## src/ssi_pkg.sv

```systemverilog
// Shared definitions for the sampled series interpolator.
// Holds defaults, register indexes, queue entry and sequencer state types.
// No dependencies.
package ssi_pkg;

   localparam int DEF_TABLE_DEPTH   = 4096;
   localparam int DEF_FRACTION_BITS = 16;
   localparam int QUEUE_DEPTH       = 2;

   localparam int DATA_WIDTH      = 32;
   localparam int INDEX_WIDTH     = 12;
   localparam int COUNT_WIDTH     = 13;
   localparam int CSR_INDEX_WIDTH = 2;

   localparam logic [CSR_INDEX_WIDTH-1:0] CSR_SCALE_FACTOR      = 2'd0;
   localparam logic [CSR_INDEX_WIDTH-1:0] CSR_INVERSE_TIME_STEP = 2'd1;
   localparam logic [CSR_INDEX_WIDTH-1:0] CSR_SAMPLE_COUNT      = 2'd2;

   localparam logic [DATA_WIDTH-1:0] SCALE_FACTOR_RESET      = 32'h0001_0000;
   localparam logic [DATA_WIDTH-1:0] INVERSE_TIME_STEP_RESET = 32'h0001_0000;

   localparam logic REQ_LOAD  = 1'b0;
   localparam logic REQ_QUERY = 1'b1;

   typedef enum logic [1:0] {
      KIND_LOAD,
      KIND_QUERY,
      KIND_EMPTY
   } ssi_kind_type;

   typedef struct packed {
      ssi_kind_type           kind;
      logic [INDEX_WIDTH-1:0] index;
      logic [DATA_WIDTH-1:0]  operand;
   } ssi_entry_type;

   typedef struct packed {
      logic signed [DATA_WIDTH-1:0] scale_factor;
      logic [DATA_WIDTH-1:0]        inverse_time_step;
   } ssi_cfg_type;

   typedef enum logic [3:0] {
      ST_IDLE,
      ST_PROD,
      ST_LOC,
      ST_PEAK,
      ST_DIFF,
      ST_INTERP,
      ST_SUM,
      ST_GAIN,
      ST_OUT
   } ssi_state_type;

endpackage

```

## src/ssi_queue.sv

```systemverilog
// Short queue between the front end and the back end.
// Holds classified transactions so either side can stall independently.
// Depends on ssi_pkg.
module ssi_queue (
   input  logic                   clock,
   input  logic                   reset,
   input  logic                   push,
   input  ssi_pkg::ssi_entry_type push_entry,
   output logic                   full,
   output logic                   pop_valid,
   output ssi_pkg::ssi_entry_type pop_entry,
   input  logic                   pop
);
   import ssi_pkg::*;

   localparam int PW = (QUEUE_DEPTH > 1) ? $clog2(QUEUE_DEPTH) : 1;
   localparam int CW = $clog2(QUEUE_DEPTH + 1);

   ssi_entry_type entry_ff [QUEUE_DEPTH];
   logic [PW-1:0] wr_ptr_ff, wr_ptr_in;
   logic [PW-1:0] rd_ptr_ff, rd_ptr_in;
   logic [CW-1:0] count_ff, count_in;
   logic          do_push, do_pop;

   assign full      = count_ff == CW'(QUEUE_DEPTH);
   assign pop_valid = count_ff != '0;
   assign pop_entry = entry_ff[rd_ptr_ff];
   assign do_push   = push && !full;
   assign do_pop    = pop && pop_valid;

   always_comb begin
      wr_ptr_in = wr_ptr_ff;
      rd_ptr_in = rd_ptr_ff;
      count_in  = count_ff;
      if (do_push) begin
         wr_ptr_in = (wr_ptr_ff == PW'(QUEUE_DEPTH - 1)) ? '0 : wr_ptr_ff + 1'b1;
      end
      if (do_pop) begin
         rd_ptr_in = (rd_ptr_ff == PW'(QUEUE_DEPTH - 1)) ? '0 : rd_ptr_ff + 1'b1;
      end
      if (do_push && !do_pop) begin
         count_in = count_ff + 1'b1;
      end else if (do_pop && !do_push) begin
         count_in = count_ff - 1'b1;
      end
   end

   always_ff @(posedge clock) begin
      if (reset) begin
         wr_ptr_ff <= '0;
         rd_ptr_ff <= '0;
         count_ff  <= '0;
      end else begin
         wr_ptr_ff <= wr_ptr_in;
         rd_ptr_ff <= rd_ptr_in;
         count_ff  <= count_in;
      end
   end

   always_ff @(posedge clock) begin
      if (do_push) begin
         entry_ff[wr_ptr_ff] <= push_entry;
      end
   end

endmodule

```

## config.mk

```make
export PLATFORM = sky130hd
export DESIGN_NAME = ssi_queue
export DESIGN_NICKNAME = d
export VERILOG_FILES = /design/src/ssi_pkg.sv /design/src/ssi_queue.sv
export SDC_FILE = /design/constraint.sdc
export NUM_CORES = 1
export LEC_CHECK = 0
export BUFFER_PORTS_ARGS = -buffer_cell sky130_fd_sc_hd__clkbuf_2
export CAP_MARGIN = 15
export CORE_ASPECT_RATIO = 1.4
export CORE_UTILIZATION = 35
export CTS_BUF_LIST = sky130_fd_sc_hd__clkbuf_16
export DETAILED_ROUTE_END_ITERATION = 6
export PLACE_DENSITY_LB_ADDON = 0.05
export SETUP_SLACK_MARGIN = 0.05
export SLEW_MARGIN = 20
export SYNTH_ARGS = -nofsm -noshare
export SYNTH_HDL_FRONTEND = slang
export SYNTH_SLANG_ARGS = --single-unit
export TNS_END_PERCENT = 5
```

## constraint.sdc

```tcl
create_clock -name clock -period 2.7 [get_ports clock]
set_input_delay 0.27 -clock clock [delete_from_list [all_inputs] [get_ports clock]]
set_output_delay 0.27 -clock clock [all_outputs]
set_load 0.02 [all_outputs]
```

# Yosys cells after proc, flatten, opt, wreduce, memory -nomap -nowiden
# Memories as Yosys holds them, arrays and structs flattened. A register that Yosys moved wholly into a read port is not among the register bits.
# Cells that the tools add are included.
# op_classes
eq_ne	1
n_mux	8
n_reduce_logical	9
add_sub_neg	4
# op_table
cell	n
$mux W1	6
$logic_and A1 B1 Y1	4
$mux W2	2
$reduce_bool A2 Y1	2
$logic_not A1 Y1	3
$add A1 B1 Y1 const B	2
$add A2 B1 Y2 const B	1
$eq A2 B2 Y1 const B	1
$sub A2 B1 Y2 const B	1
# word_totals
mem_count	1
input_bits	50
mem_bits_rw	92
register_bits	4
elab_cells	26
# memory_table
name	depth	word_bits	read_ports	rd_ports_with_merged_regs	wr	line_no	text
entry_ff	2	46	1	1	1	ssi_queue.sv:19	ssi_entry_type entry_ff [QUEUE_DEPTH];

# Longest topological paths before layout
# logic_depth
ltp_word	7
depth_mapped	6
ltp_nobuf	6

# Least setup slack after synthesis
# OpenSTA, ideal clock, no wires.
# synth_timing
path_kind	reg2reg
start	reg count_ff[1]
end	mem entry_ff[1][0] in the netlist's numbering, enable pin
setup_ns	0.408
path_buffers	0
arrival_time_ns	1.758
period_less_slack_ns	2.166
slack_ns	0.534
stages_incl_launch_ff	4
cell_sequence	dfxtp_1 nor2b_2 nor2_1 and2_1
# synth_between
elab_chain_len	5
# synth_lines
element	line_no	text
start: declaration	ssi_queue.sv:22	logic [CW-1:0] count_ff, count_in;
start signal: assignment	ssi_queue.sv:56	count_ff <= count_in;
$eq A2 B2 Y1	ssi_queue.sv:25	assign full = count_ff == CW'(QUEUE_DEPTH);
net full	ssi_queue.sv:9	output logic full,
$logic_not A1 Y1	ssi_queue.sv:28	assign do_push = push && !full;
$logic_and A1 B1 Y1	ssi_queue.sv:28	
$mux W1	ssi_queue.sv:61	if (do_push) begin
$mux W1 (not written as such)	ssi_queue.sv:62	entry_ff[wr_ptr_ff] <= push_entry;
end: declaration	ssi_queue.sv:19	
# The timed path passes the listed nets, and every way through them passes these cells.

==> impl_metrics.toml <==
[synthesis]
ys_seq_area_frac = 0.810
yosys.cell_types.count = 15
synth_largest_area_cell = "edfxtp_1"
avgSynthCellArea_um2 = 21.0
synth_warnings = 0
synth_area_leaders = "edfxtp_1 78%, mux2_2 15%, dfxtp_1 2.8%"
synth_cells = 168
synth.net_count = 219
synth_top_cell_area_share = 0.781
synth_seq_cells = 97
synth_area_mm2 = 0.00354

[cells_and_area]
multi_input_area_um2 = 632
layout-drive-gt1-share = 0.598
nFillCells = 891
num_antenna_cells = 0
seq_area_mm2 = 0.00286
layout.nets = 327
area_growth_pct = 27.8
final_common_cell = "clkbuf_2"
most-common-layout-cells = "97 x clkbuf_2, 92 x edfxtp_1, 46 x mux2_2, 9 x clkbuf_16"

[clocking]
clk_path_buf_depth = 2
cts.htree.levels = 3
ctsHoldBuffers = 0
clkLatencyLatePin_ns = 0.33
cts_resized = 0
path_clk_slew_ns = 0.06
cts_tree = "done"
cts_buffers = 9
post_cts_buffers = 0
cts_root_buffer = "clkbuf_16"
clock_sinks = 97

[route]
via_count = 1841
routed_via_density = 4.43
routed_wl_um = 5980
ant_nets = 0
drt-initial-drc-count = 96
drc = 0
wire_per_inst_um = 14.4
first_pass_iters = 4
routed.top_layer = "met4"
wl_met2_um = 3010
wl_met3_um = 401
met1_length_um = 2500

[sta]
setup_viol = 0
tightest_slew_ns = 0.338
min_period_ns = 1.79
slew_viol_final = 0
hold_violations = 0
finalCritPeriodShare = 0.662
clock_skew_ns = 0.00496
rsz0062_at_grt = "false"
max_freq_ghz = 0.559
finalSetupTns_ns = 0
maxSlewHeadroom = 0.772

[critical_path]
cp_slowest_cell = "mux2_2"
critPathRequiredTime_ns = 2.43
worst_path_largest_cell_delay_ns = 0.39
crit_type = "register to output pin"
crit_path_end_kind = "output pin"
crit_family = "buffers and inverters"
cp_data_arrival_time_ns = 1.52
cp-start-kind = "register"
critPathMaxFanout = 23
cp_cell_sequence = "buf_4, mux2_2, clkbuf_2"
critPathBufInv = 2

[floorplan]
die_h_um = 121
die_w_um = 86.9
start_util = 0.359
rows = 43
dieArea_mm2 = 0.0105
num_io_pins = 98
core_area_mm2 = 0.00985

[power]
power.switching_mw = 1.29
switching_share = 0.288
combPwrFrac = 0.275
peakVddDrop_v = 0.000489
pwr-share-seq = 0.434
p_total_mw = 4.47
p_leak_nw = 1.72
powerDensity_mw_per_mm2 = 990
p_int_mw = 3.19
clkPwrFrac = 0.291

[grt]
antenna_found_initial = 0
grt_pass1_wl_um = 9140
grt-ovfl-total = 0
grt_start_max_net_pins = 42
track_usage = 0.120
grt_pass1_vias = 1821

[placement]
gp_congestion = 0.705
numPortBuffers = 97
hpwlAfterDp_um = 3890

[outcome]
status = "finished clean"

[flow_run]
cap_violations = 0

[worst_hold_path]
hp-class = "input pin to register"
## flip-flops by register name, indices dropped and copies added, names as in the netlist, named ones only
| name | cells |
|---|---|
| count_ff | 2 |
| wr_ptr_ff | 1 |
| rd_ptr_ff | 1 |
| entry_ff | 92 |
## power by group through the flow
| stage | Clock [mW] | Combinational [mW] | Sequential (mW) |
|---|---|---|---|
| floorplan | 0 | 0.866 | 1.97 |
| global placement | 0 | 1.26 | 1.97 |
| detailed placement | 0 | 1.26 | 1.98 |
| CTS | 1.34 | 1.26 | 1.95 |
| global route | 1.43 | 1.33 | 1.96 |
| finish | 1.30 | 1.23 | 1.94 |
## synth_stat cells, drive strengths merged
| cell type | instances |
|---|---|
| or3 | 2 |
| buf | 5 |
| o21ai | 3 |
| and2 | 1 |
| nor2 | 4 |
| nor2b | 1 |
| ha | 1 |
| a21oi | 2 |
| mux2 | 46 |
| inv | 2 |
| or2 | 1 |
| edfxtp | 92 |
| dfxtp | 5 |
| xor2 | 3 |
## stage by stage
stage	instances	worst slack, ns	hold WS, ns	instance area, µm²	utilization
finish	416	0.912	0.128	4520	0.459
detailed placement	400	1.08	0.462	4210	0.427
global placement	400	1.10	0.459	4210	0.427
CTS	416	0.869	0.113	4520	0.459
floorplan	168	0.534	0.339	3540	-
global route	416	0.818	0.104	4520	0.459
## worst register-to-register path, stage by stage (launching register included)
cell	delay [ns]
dfxtp_1	0.33
nor2b_2	0.17
or3_1	0.34
inv_2	0.16
buf_12	0.27
## layout make-up
cell class	instances	share of cell area
Clock buffer	9	0.0498
Clock inverter	7	0.0191
Sequential cell	97	0.634
Tap cell	135	0.0374
Inverter	2	0.00166
Timing Repair Buffer	102	0.118
Multi-Input combinational cell	64	0.140
## cells by family (layout without fill, tap and decap cells)
group,count (synthesis),in the layout,share of synthesized area
compound gates,5,5,0.00708
flops,97,97,0.810
mux,46,46,0.146
xor+xnor,3,3,0.00743
simple gates,9,9,0.0138
buf+inv,7,120,0.0120
fa+ha+maj,1,1,0.00354
## metal layers
metal  up-vias  GRT usage
met5         -          0
met3         6     0.0456
met2        61      0.196
li1        871          -
met4         0     0.0531
met1       903      0.139
## path summary, 6_finish.rpt
kind / startpoint / end / slack, ns / depth (start not counted)
worst max-delay path: register / pop_entry[7] / 0.91 / 3
worst min-delay path: push_entry[1] / entry_ff[0][1] / 0.13 / 1
worst max register to register: count_ff[1] / entry_ff[0][22] / 1.09 / 4
worst min register to register: wr_ptr_ff / wr_ptr_ff / 0.50 / 2
Power figures use the tool's default switching activity.
