$ cat config.mk
export PLATFORM = sky130hd
export DESIGN_NAME = ssi_front
export DESIGN_NICKNAME = d
export VERILOG_FILES = /design/src/ssi_pkg.sv /design/src/ssi_front.sv
export SDC_FILE = /design/constraint.sdc
export NUM_CORES = 1
export LEC_CHECK = 0
export BUFFER_PORTS_ARGS = -buffer_cell sky130_fd_sc_hd__buf_2
export CAP_MARGIN = 20
export CORE_MARGIN = 2
export CORE_UTILIZATION = 29
export DETAILED_ROUTE_END_ITERATION = 10
export PLACE_DENSITY = 0.92
export SLEW_MARGIN = 10
export SYNTH_ARGS = -nofsm -noshare
export SYNTH_HDL_FRONTEND = slang
export SYNTH_SLANG_ARGS = --single-unit
$ cat constraint.sdc
create_clock -name vclk -period 1
set_clock_uncertainty 0.05 [all_clocks]
set_input_delay 0 -clock vclk [all_inputs]
set_output_delay 0 -clock vclk [all_outputs]
set_load 0.05 [all_outputs]
$ cat src/ssi_pkg.sv
// Shared definitions for the sampled series interpolator.
// Holds defaults, register indexes, queue entry and sequencer state types.
// No dependencies.
package ssi_pkg;

   localparam int DEF_TABLE_DEPTH   = 4096;
   localparam int DEF_FRACTION_BITS = 16;
   localparam int QUEUE_DEPTH       = 2;

   localparam int DATA_WIDTH      = 32;
   localparam int INDEX_WIDTH     = 12;
   localparam int COUNT_WIDTH     = 13;
   localparam int CSR_INDEX_WIDTH = 2;

   localparam logic [CSR_INDEX_WIDTH-1:0] CSR_SCALE_FACTOR      = 2'd0;
   localparam logic [CSR_INDEX_WIDTH-1:0] CSR_INVERSE_TIME_STEP = 2'd1;
   localparam logic [CSR_INDEX_WIDTH-1:0] CSR_SAMPLE_COUNT      = 2'd2;

   localparam logic [DATA_WIDTH-1:0] SCALE_FACTOR_RESET      = 32'h0001_0000;
   localparam logic [DATA_WIDTH-1:0] INVERSE_TIME_STEP_RESET = 32'h0001_0000;

   localparam logic REQ_LOAD  = 1'b0;
   localparam logic REQ_QUERY = 1'b1;

   typedef enum logic [1:0] {
      KIND_LOAD,
      KIND_QUERY,
      KIND_EMPTY
   } ssi_kind_type;

   typedef struct packed {
      ssi_kind_type           kind;
      logic [INDEX_WIDTH-1:0] index;
      logic [DATA_WIDTH-1:0]  operand;
   } ssi_entry_type;

   typedef struct packed {
      logic signed [DATA_WIDTH-1:0] scale_factor;
      logic [DATA_WIDTH-1:0]        inverse_time_step;
   } ssi_cfg_type;

   typedef enum logic [3:0] {
      ST_IDLE,
      ST_PROD,
      ST_LOC,
      ST_PEAK,
      ST_DIFF,
      ST_INTERP,
      ST_SUM,
      ST_GAIN,
      ST_OUT
   } ssi_state_type;

endpackage

$ cat src/ssi_front.sv
// Front end: accepts request transactions and classifies them for the queue.
// Drops loads outside the table, marks queries that cannot hit the table.
// Depends on ssi_pkg.
module ssi_front #(
   parameter int TABLE_DEPTH = ssi_pkg::DEF_TABLE_DEPTH
) (
   input  logic                                  req_valid,
   output logic                                  req_stall,
   input  logic                                  req_type,
   input  logic [ssi_pkg::INDEX_WIDTH-1:0]       req_sample_index,
   input  logic signed [ssi_pkg::DATA_WIDTH-1:0] req_sample_value,
   input  logic signed [ssi_pkg::DATA_WIDTH-1:0] req_query_time,
   input  logic                                  count_zero,
   input  logic                                  q_full,
   output logic                                  q_push,
   output ssi_pkg::ssi_entry_type                q_entry
);
   import ssi_pkg::*;

   logic index_ok;
   logic accept;

   assign req_stall = q_full;
   assign accept    = req_valid && !q_full;
   assign index_ok  = 32'(req_sample_index) < 32'(TABLE_DEPTH);

   always_comb begin
      q_entry.index = req_sample_index;
      if (req_type == REQ_LOAD) begin
         q_entry.kind    = KIND_LOAD;
         q_entry.operand = req_sample_value;
      end else begin
         q_entry.kind    = (req_query_time < 0 || count_zero) ? KIND_EMPTY : KIND_QUERY;
         q_entry.operand = req_query_time;
      end
   end

   assign q_push = accept && (req_type == REQ_QUERY || index_ok);

endmodule

# Yosys cells after proc, flatten, opt, wreduce, memory -nomap -nowiden
# Index checks and enable logic that the tools add are counted.
[totals]
regBits = 0
output_inout_bits = 48
wordCells = 7
[classes]
order_cmp = 1
n_mux = 3
reduce_logical = 3
[ops]
columns = ["op", "n"]
rows = [
  ["32-bit by 1-bit less-than comparator with 1-bit output (second input constant)", 1],
  ["32-bit two-way mux", 1],
  ["2-bit two-way mux", 2],
  ["1-bit logical AND", 1],
  ["1-bit zero test", 1],
  ["1-bit logical OR", 1],
]

# Logic depth before layout (Yosys ltp)
# Gate-level depths: netlist (run 1).
[depth]
depth_word = 4
ltp_mapped = 3

# Least setup slack after synthesis (run 1)
# Ideal clock, no wire load.
[synth_timing]
path_type = "input port to output port"
start = "input req_type"
end = "output q_entry[44] in the netlist's numbering"
arrival_ns = 1.442
required_ns = 0.950
slack_ns = -0.492
stages = 3
path_buffers = 2
cell_sequence = "buf_6 > buf_8 > nor3b_1"
[synth_rtl]
columns = ["item", "line_no", "rtl"]
rows = [
  ["start, declared", "ssi_front.sv:9", "input logic req_type,"],
  ["end, declared", "ssi_front.sv:16", "output ssi_pkg::ssi_entry_type q_entry"],
]

==> results.md, run 1 <==
Timing:
- The transition time at the pin with the least slew margin is approximately 0.51 ns.
- The number of failing hold endpoints at the final stage is 0.
- The clock period could shrink to 0.934 ns.
- The upper clock frequency limit is 1.07 GHz.
- The final critical-path setup slack is around 0.066 ns.
- The worst pin sits at a relative slew slack of between 60% and 70%.
- Setup repair after global routing left no endpoint under its margin.
- The total setup violations reported at the end of the flow is 0.
- The final critical path takes up 93.4% of the cycle.
- The total count of max-transition violations in the final report is 0.
- The summed negative setup slack over all endpoints is 0 ns.

Critical path:
- The category of cells accounting for the largest share of critical-path delay is buffers and inverters.
- On the worst path, the slowest cell contributes a delay of 0.35 ns.
- STA classifies the critical path startpoint as an input pin.
- The data required time at the worst endpoint is around 0.95 ns.
- The slowest stage cell on the critical path is sky130_fd_sc_hd__mux2_2.
- Along the worst path, the maximum fanout reaches 20.
- The critical path endpoint category is an output port.
- The buffers plus inverters on the worst setup path is 3.
- Walking the worst path, the cells encountered are buf_2, buf_12, mux2_2, buf_2.
- By instance count, the cell type seen most on the critical path is sky130_fd_sc_hd__buf_2.
- The endpoint arrival time on the critical path is ~0.88 ns.
- The kind of critical path is input pin to output port.

Finish:
- The number of non-filler instances in the completed layout is 181.
- The number of clock buffer instances in the layout is 0.
- There are 0 flip-flops and latches.
- The sequential standard cell area is 0 um^2.
- The number of antenna diodes is 0.
- The number of nets in the finished design is 235.
- From synthesis to final layout, the design area changed by 85.6%.
- For this run, the share of the core covered by cells in the final layout is 55.7%.
- The share of cells above drive strength 1 is between 90 and 100%.
- The count of fill cells added during filler insertion is 200.

Hold path:
- The type of the most critical hold path is input pin to output port.
- The worst hold path passes through 2 cells.
- For hold timing, the worst endpoint is req_stall.
- The worst hold path begins at q_full.

Floorplanning:
- The die is 51.4 um tall.
- After floorplanning, the core was sized to cover 2170 um^2.
- The initial standard-cell utilization of the core is 30.0%.
- The total number of placement rows is 17.
- The die covers 2640 um^2.
- The die span in x is just over 50 um.
- For this design the top-level I/O count stands at 128.

Run:
- Across the run, the number of max-cap violations was 0.

Power and ir drop:
- The analysis attributes to cell leakage a power of 0.000734 uW.
- The power density over cell area is 819 nW/um^2.
- The worst voltage drop across the vdd grid is 0.000474 V.

Synth:
- The synthesized netlist contains 9 unique library cells.
- Each instance of the synthesized netlist takes up on average 12.5 um^2.
- Sorting the synthesized cells by area gives the leading types as sky130_fd_sc_hd__mux2_4 (65%), sky130_fd_sc_hd__buf_4 (15%), sky130_fd_sc_hd__mux2_2 (6.9%), sky130_fd_sc_hd__buf_12 (6.2%), sky130_fd_sc_hd__buf_8 (2.3%).
- The commonest cells after synthesis are sky130_fd_sc_hd__mux2_4 (28), sky130_fd_sc_hd__buf_4 (13), sky130_fd_sc_hd__mux2_2 (4), sky130_fd_sc_hd__buf_12 (2).
- When the netlist entered floorplanning its net count stood at 132.
- The dominant cell by count in the synthesized netlist is sky130_fd_sc_hd__mux2_4.
- The number of instances in the synthesized netlist is 52.
- After synthesis, the largest area contributor takes up 64.6% of total cell area.
- The share of synthesized area occupied by flip-flops and latches is 0%.
- The mapped netlist covers 651 um^2.
- The Yosys step of the flow raised 0 warnings.
- The biggest area contributor in the post-synthesis netlist is sky130_fd_sc_hd__mux2_4.

GRT:
- The number of antenna violations at the first check in global routing is 0.
- Entering global routing, the biggest net connects 21 pins.
- Global routing used 13.0% of the available tracks.
- The first global-routing pass estimated 2.75 mm of wire.
- For this run the aggregate overflow at the end of global routing stands at 0.
- The number of global-route vias before repair is around 700.

Drt:
- Using the TritonRoute via totals, the vias-per-cell ratio works out to 4.30.
- The total iterations of the first detailed-routing run is 4.
- The total detailed-routing wirelength is 2.07 mm.
- The final route contains 778 vias.
- In this run, the number of DRC markers left after iteration 0 of detailed routing was 2.
- The detailed-route DRC error count is 0.
- The detail route stage leaves a number of antenna-violating nets equal to 0.
- After detailed routing, the average wire length per cell comes to roughly 11 um.

Place:
- The number of cells in the design after placement is 169.
- Input and output buffers added on the ports amount to 104.
- The post-detailed-placement half-perimeter wirelength is 1.67 mm.
- Timing analysis after detailed placement gives a worst setup slack of slightly above 0.06 ns.
- The congestion estimate from routability-driven global placement came to ~0.7.

Outcome:
- The run finished with clean final reports.

Clock tree:
- Post-CTS timing repair inserted 0 buffers for setup.
- In this run, post-CTS hold repair placed 12 buffers.
- Once the clock tree was built, the resizer swapped 0 gates to a different size.
-- worst max-delay path by stage --
stage               cells after the start  slack, ns  startpoint          end
finish                                  4       0.07    req_type  q_entry[31]
global placement                        4       0.08    req_type  q_entry[31]
floorplan                               3      0.006    req_type  q_entry[44]
detailed placement                      4       0.06    req_type  q_entry[31]
global route                            4       0.05    req_type  q_entry[30]
CTS                                     4       0.06    req_type  q_entry[31]
-- kinds of logic (layout without fill, tap and decap cells) --
| kind of cell | Yosys count | count (layout) | synth area share, % |
|---|---|---|---|
| compound gates | 1 | 1 | 1.15 |
| simple gates | 2 | 2 | 2.12 |
| buf+inv | 17 | 118 | 25.2 |
| mux | 32 | 32 | 71.5 |
-- placed cells by master (no fill, tap or decap) --
cell	count
sky130_fd_sc_hd__buf_2	104
sky130_fd_sc_hd__nor3b_2	1
sky130_fd_sc_hd__mux2_2	4
sky130_fd_sc_hd__dlygate4sd3_1	12
sky130_fd_sc_hd__buf_12	2
sky130_fd_sc_hd__nor2b_1	1
sky130_fd_sc_hd__mux2_4	28
sky130_fd_sc_hd__o21a_1	1
-- metrics by stage --
step | hold slack [ns] | total power, uW | cell area [um^2]
floorplan | 0.0515 | 775 | 656
global placement | -0.0497 | 846 | 1090
detailed placement | -0.0497 | 861 | 1090
CTS | 0.254 | 992 | 1210
global route | 0.271 | 1030 | 1210
finish | 0.266 | 989 | 1210
-- final cells by class --
class | instances | area [um^2] | area share, %
multi-input cells | 35 | 492 | 40.7
well taps | 28 | 35.0 | 2.90
repair buffers | 118 | 681 | 56.4
-- power by group --
part           internal, uW  leakage (uW)  total [uW]  switching, uW
clock                     0             0           0              0
combinational           359      0.000734         989            629
sequential                0             0           0              0
-- layer usage --
metal | up-vias | track usage [%] | wire [um]
met5 | - | 0 | 0
met4 | 0 | 0 | 0
met3 | 0 | 2.05 | 271
met2 | 65 | 31.0 | 1210
met1 | 338 | 10.9 | 592
li1 | 375 | - | -
(Power assumes the default switching activity.)
==> run 2: changes to the inputs <==
==> constraint.sdc (replaced) <==
create_clock -name vclk -period 1
set_clock_uncertainty 0.05 [all_clocks]
set_input_delay 0.2 -clock vclk [all_inputs]
set_output_delay 0.2 -clock vclk [all_outputs]
set_load 0.05 [all_outputs]
==> run 2 against run 1 <==
Against the previous run:
- highest routed layer unchanged
- utilization increased by 9.8 points
- sequential cell count unchanged
- the run now ends with negative setup slack left
- critical path depth unchanged
- worst setup slack got worse by 0.24 ns
==> results.md, run 2 (same netlist as run 1, synthesis figures left out) <==
Drt:
- The via count is 764 (-1.8%).
- The routed wirelength normalized by instance count is 13.9 um (+21%).
- The residual antenna-violating net count after detailed routing is 0 (unchanged).
- The detail-routed via count per cell is 4.42 (+2.7%).
- The total iterations of the first detailed-routing run is 2 (-2).
- The number of design-rule violations left by the first detailed-router iteration was 1 (-1).
- The detailed-route DRC error count is 0 (unchanged).
- The total detailed-routing wirelength was 2.40 mm (+16%).

Finish:
- The sequential standard cell area is 0 um^2 (unchanged).
- The number of nets in the finished design was 227 (-3.4%).
- The number of clock buffer instances in the layout is 0 (unchanged).
- The share of cells above drive strength 1 is 99.3% (+8.5 points).
- The flip-flop and latch count was 0 (unchanged).
- Leaving out fill and tap cells, the most frequent cell in the layout is sky130_fd_sc_hd__buf_2.
- The number of antenna diodes is 0 (unchanged).
- The post-synthesis to final-layout area growth is 118%.
- In the layout the commonest cells are sky130_fd_sc_hd__buf_2 (69), sky130_fd_sc_hd__buf_6 (32), sky130_fd_sc_hd__mux2_4 (31).

Power and ir drop:
- The worst voltage drop across the vdd grid is 0.000428 V (-9.7%).
- The power density over cell area came to 762 nW/um^2 (-7.0%).
- The leakage power is 0.000817 uW (+11%).

Floorplanning:
- The initial standard-cell utilization of the core is 30.0% (unchanged).
- The die span in x came to 51.4 um (unchanged).
- The die height is 51.4 um (unchanged).
- The number of I/O pins came to 128 (unchanged).
- The total number of placement rows is 17 (unchanged).
- The overall die area is 2640 um^2 (unchanged).
- The area of the core was 2170 um^2 (unchanged).

Timing:
- The number of failing hold endpoints at the final stage was 0 (unchanged).
- Setup repair after global routing could not meet its margin everywhere.
- The tightest hold margin is 0.350 ns (+0.0844 ns).
- The post-route minimum period is 1.18 ns (+0.241 ns).
- The summed negative setup slack over all endpoints is -5.37 ns (-5.37 ns).
- The total setup violations reported at the end of the flow came to 34 (+34).
- The transition time at the pin with the least slew margin is 0.246 ns (-0.262 ns).
- The upper clock frequency limit came to 0.851 GHz (-21%).
- The final critical-path setup slack came to -0.175 ns (-0.241 ns).
- The worst max-slew margin expressed relative to the limit is 83.7% (+18 points).
- The total count of max-transition violations in the final report is 0 (unchanged).
- The period utilization was 118% (+24 points).

Clock tree:
- The cts-stage hold buffer count came to 0 (-12).

GRT:
- The number of antenna violations at the first check in global routing is 0 (unchanged).
- The overall global routing resource usage is 16.4% (+3.5 points).
- The number of global-route vias before repair was 774 (+12%).
- The wire length of the first global-routing pass is 3.36 mm (+22%).
- The maximum number of pins on one net before global-route repair came to 9 (-57%).
- The global route total overflow is 0 (unchanged).

Hold path:
- The type of the most critical hold path is input pin to output port.
- The endpoint of the worst hold-timing path is q_entry[32].
- The number of stages on the worst hold path is 0 (-2).
- The worst hold path startpoint is req_sample_index[0].

Place:
- The routability congestion estimate is 0.750 (+7.6%).
- The post-detailed-placement half-perimeter wirelength is 1.91 mm (+14%).
- The worst setup slack before clock tree synthesis came to -0.362 ns (-0.424 ns).
- The number of port buffers is 104 (unchanged).

Critical path:
- The worst setup path is of the input pin to output port kind.
- The endpoint arrival time on the critical path is 0.93 ns (+0.05 ns).
- The data required time at the worst endpoint is 0.75 ns (-0.20 ns).
- STA classifies the critical path endpoint as an output port.
- The startpoint kind of the worst setup timing path is an input pin.
- The largest driver fanout on the critical path is 8 (-60%).

Run:
- The count of maximum capacitance violations is 0 (unchanged).

Outcome:
- The checks that failed: negative setup slack.
- The run finished, with violations left.
[run 2: cell count changes in the layout (fill, tap and decap cells not counted), sizes merged]
cell and change:
dlygate4sd3 -12, buf +4
[run 2: timing repair]
action,in CTS,in global routing
resized for setup,81,0
setup buffers,1,0
setup endpoints to repair,34,34
gates cloned,2,0
[run 2: area by class of cell]
class,instances,area [um^2]
well taps,28,35.0
repair buffers,110,873
fillers,176,749
multi-input cells,35,512
[run 2: power by group]
group,internal [uW],total (uW),switching [uW]
combinational,507,1080,575
sequential,0,0,0
clock,0,0,0
[run 2: metal layers]
layer	track usage (%)	vias to the layer above	share of wire, %
li1	-	362	-
met1	15.4	346	29
met2	36.8	56	61
met3	3.22	0	10
met4	0	0	0
met5	0	-	0
[run 2: worst max-delay path, stage by stage]
cell and delay, ns:
sky130_fd_sc_hd__buf_12 0.13, sky130_fd_sc_hd__buf_12 0.14, sky130_fd_sc_hd__mux2_4 0.30, sky130_fd_sc_hd__buf_6 0.15
[run 2: worst max path at each step]
stage                   from          end  slack, ns  depth (start not counted)
finish              req_type  q_entry[13]      -0.18                          4
global route        req_type  q_entry[20]      -0.19                          4
CTS                 req_type  q_entry[20]      -0.18                          4
detailed placement  req_type  q_entry[20]      -0.36                          4
global placement    req_type  q_entry[11]      -0.34                          4
floorplan           req_type  q_entry[44]      -0.19                          3
[run 2: per-stage QoR]
| stage | cells | power (uW) | util [%] | area (um^2) |
|---|---|---|---|---|
| 4_1_cts | 173 | 1080 | 65.5 | 1420 |
| 5_1_grt | 173 | 1120 | 65.5 | 1420 |
| 2_1_floorplan | 52 | 782 | - | 673 |
| 3_5_place_dp | 170 | 873 | 50.9 | 1100 |
| 3_3_place_gp | 170 | 855 | 50.9 | 1100 |
| 6_report | 173 | 1080 | 65.5 | 1420 |
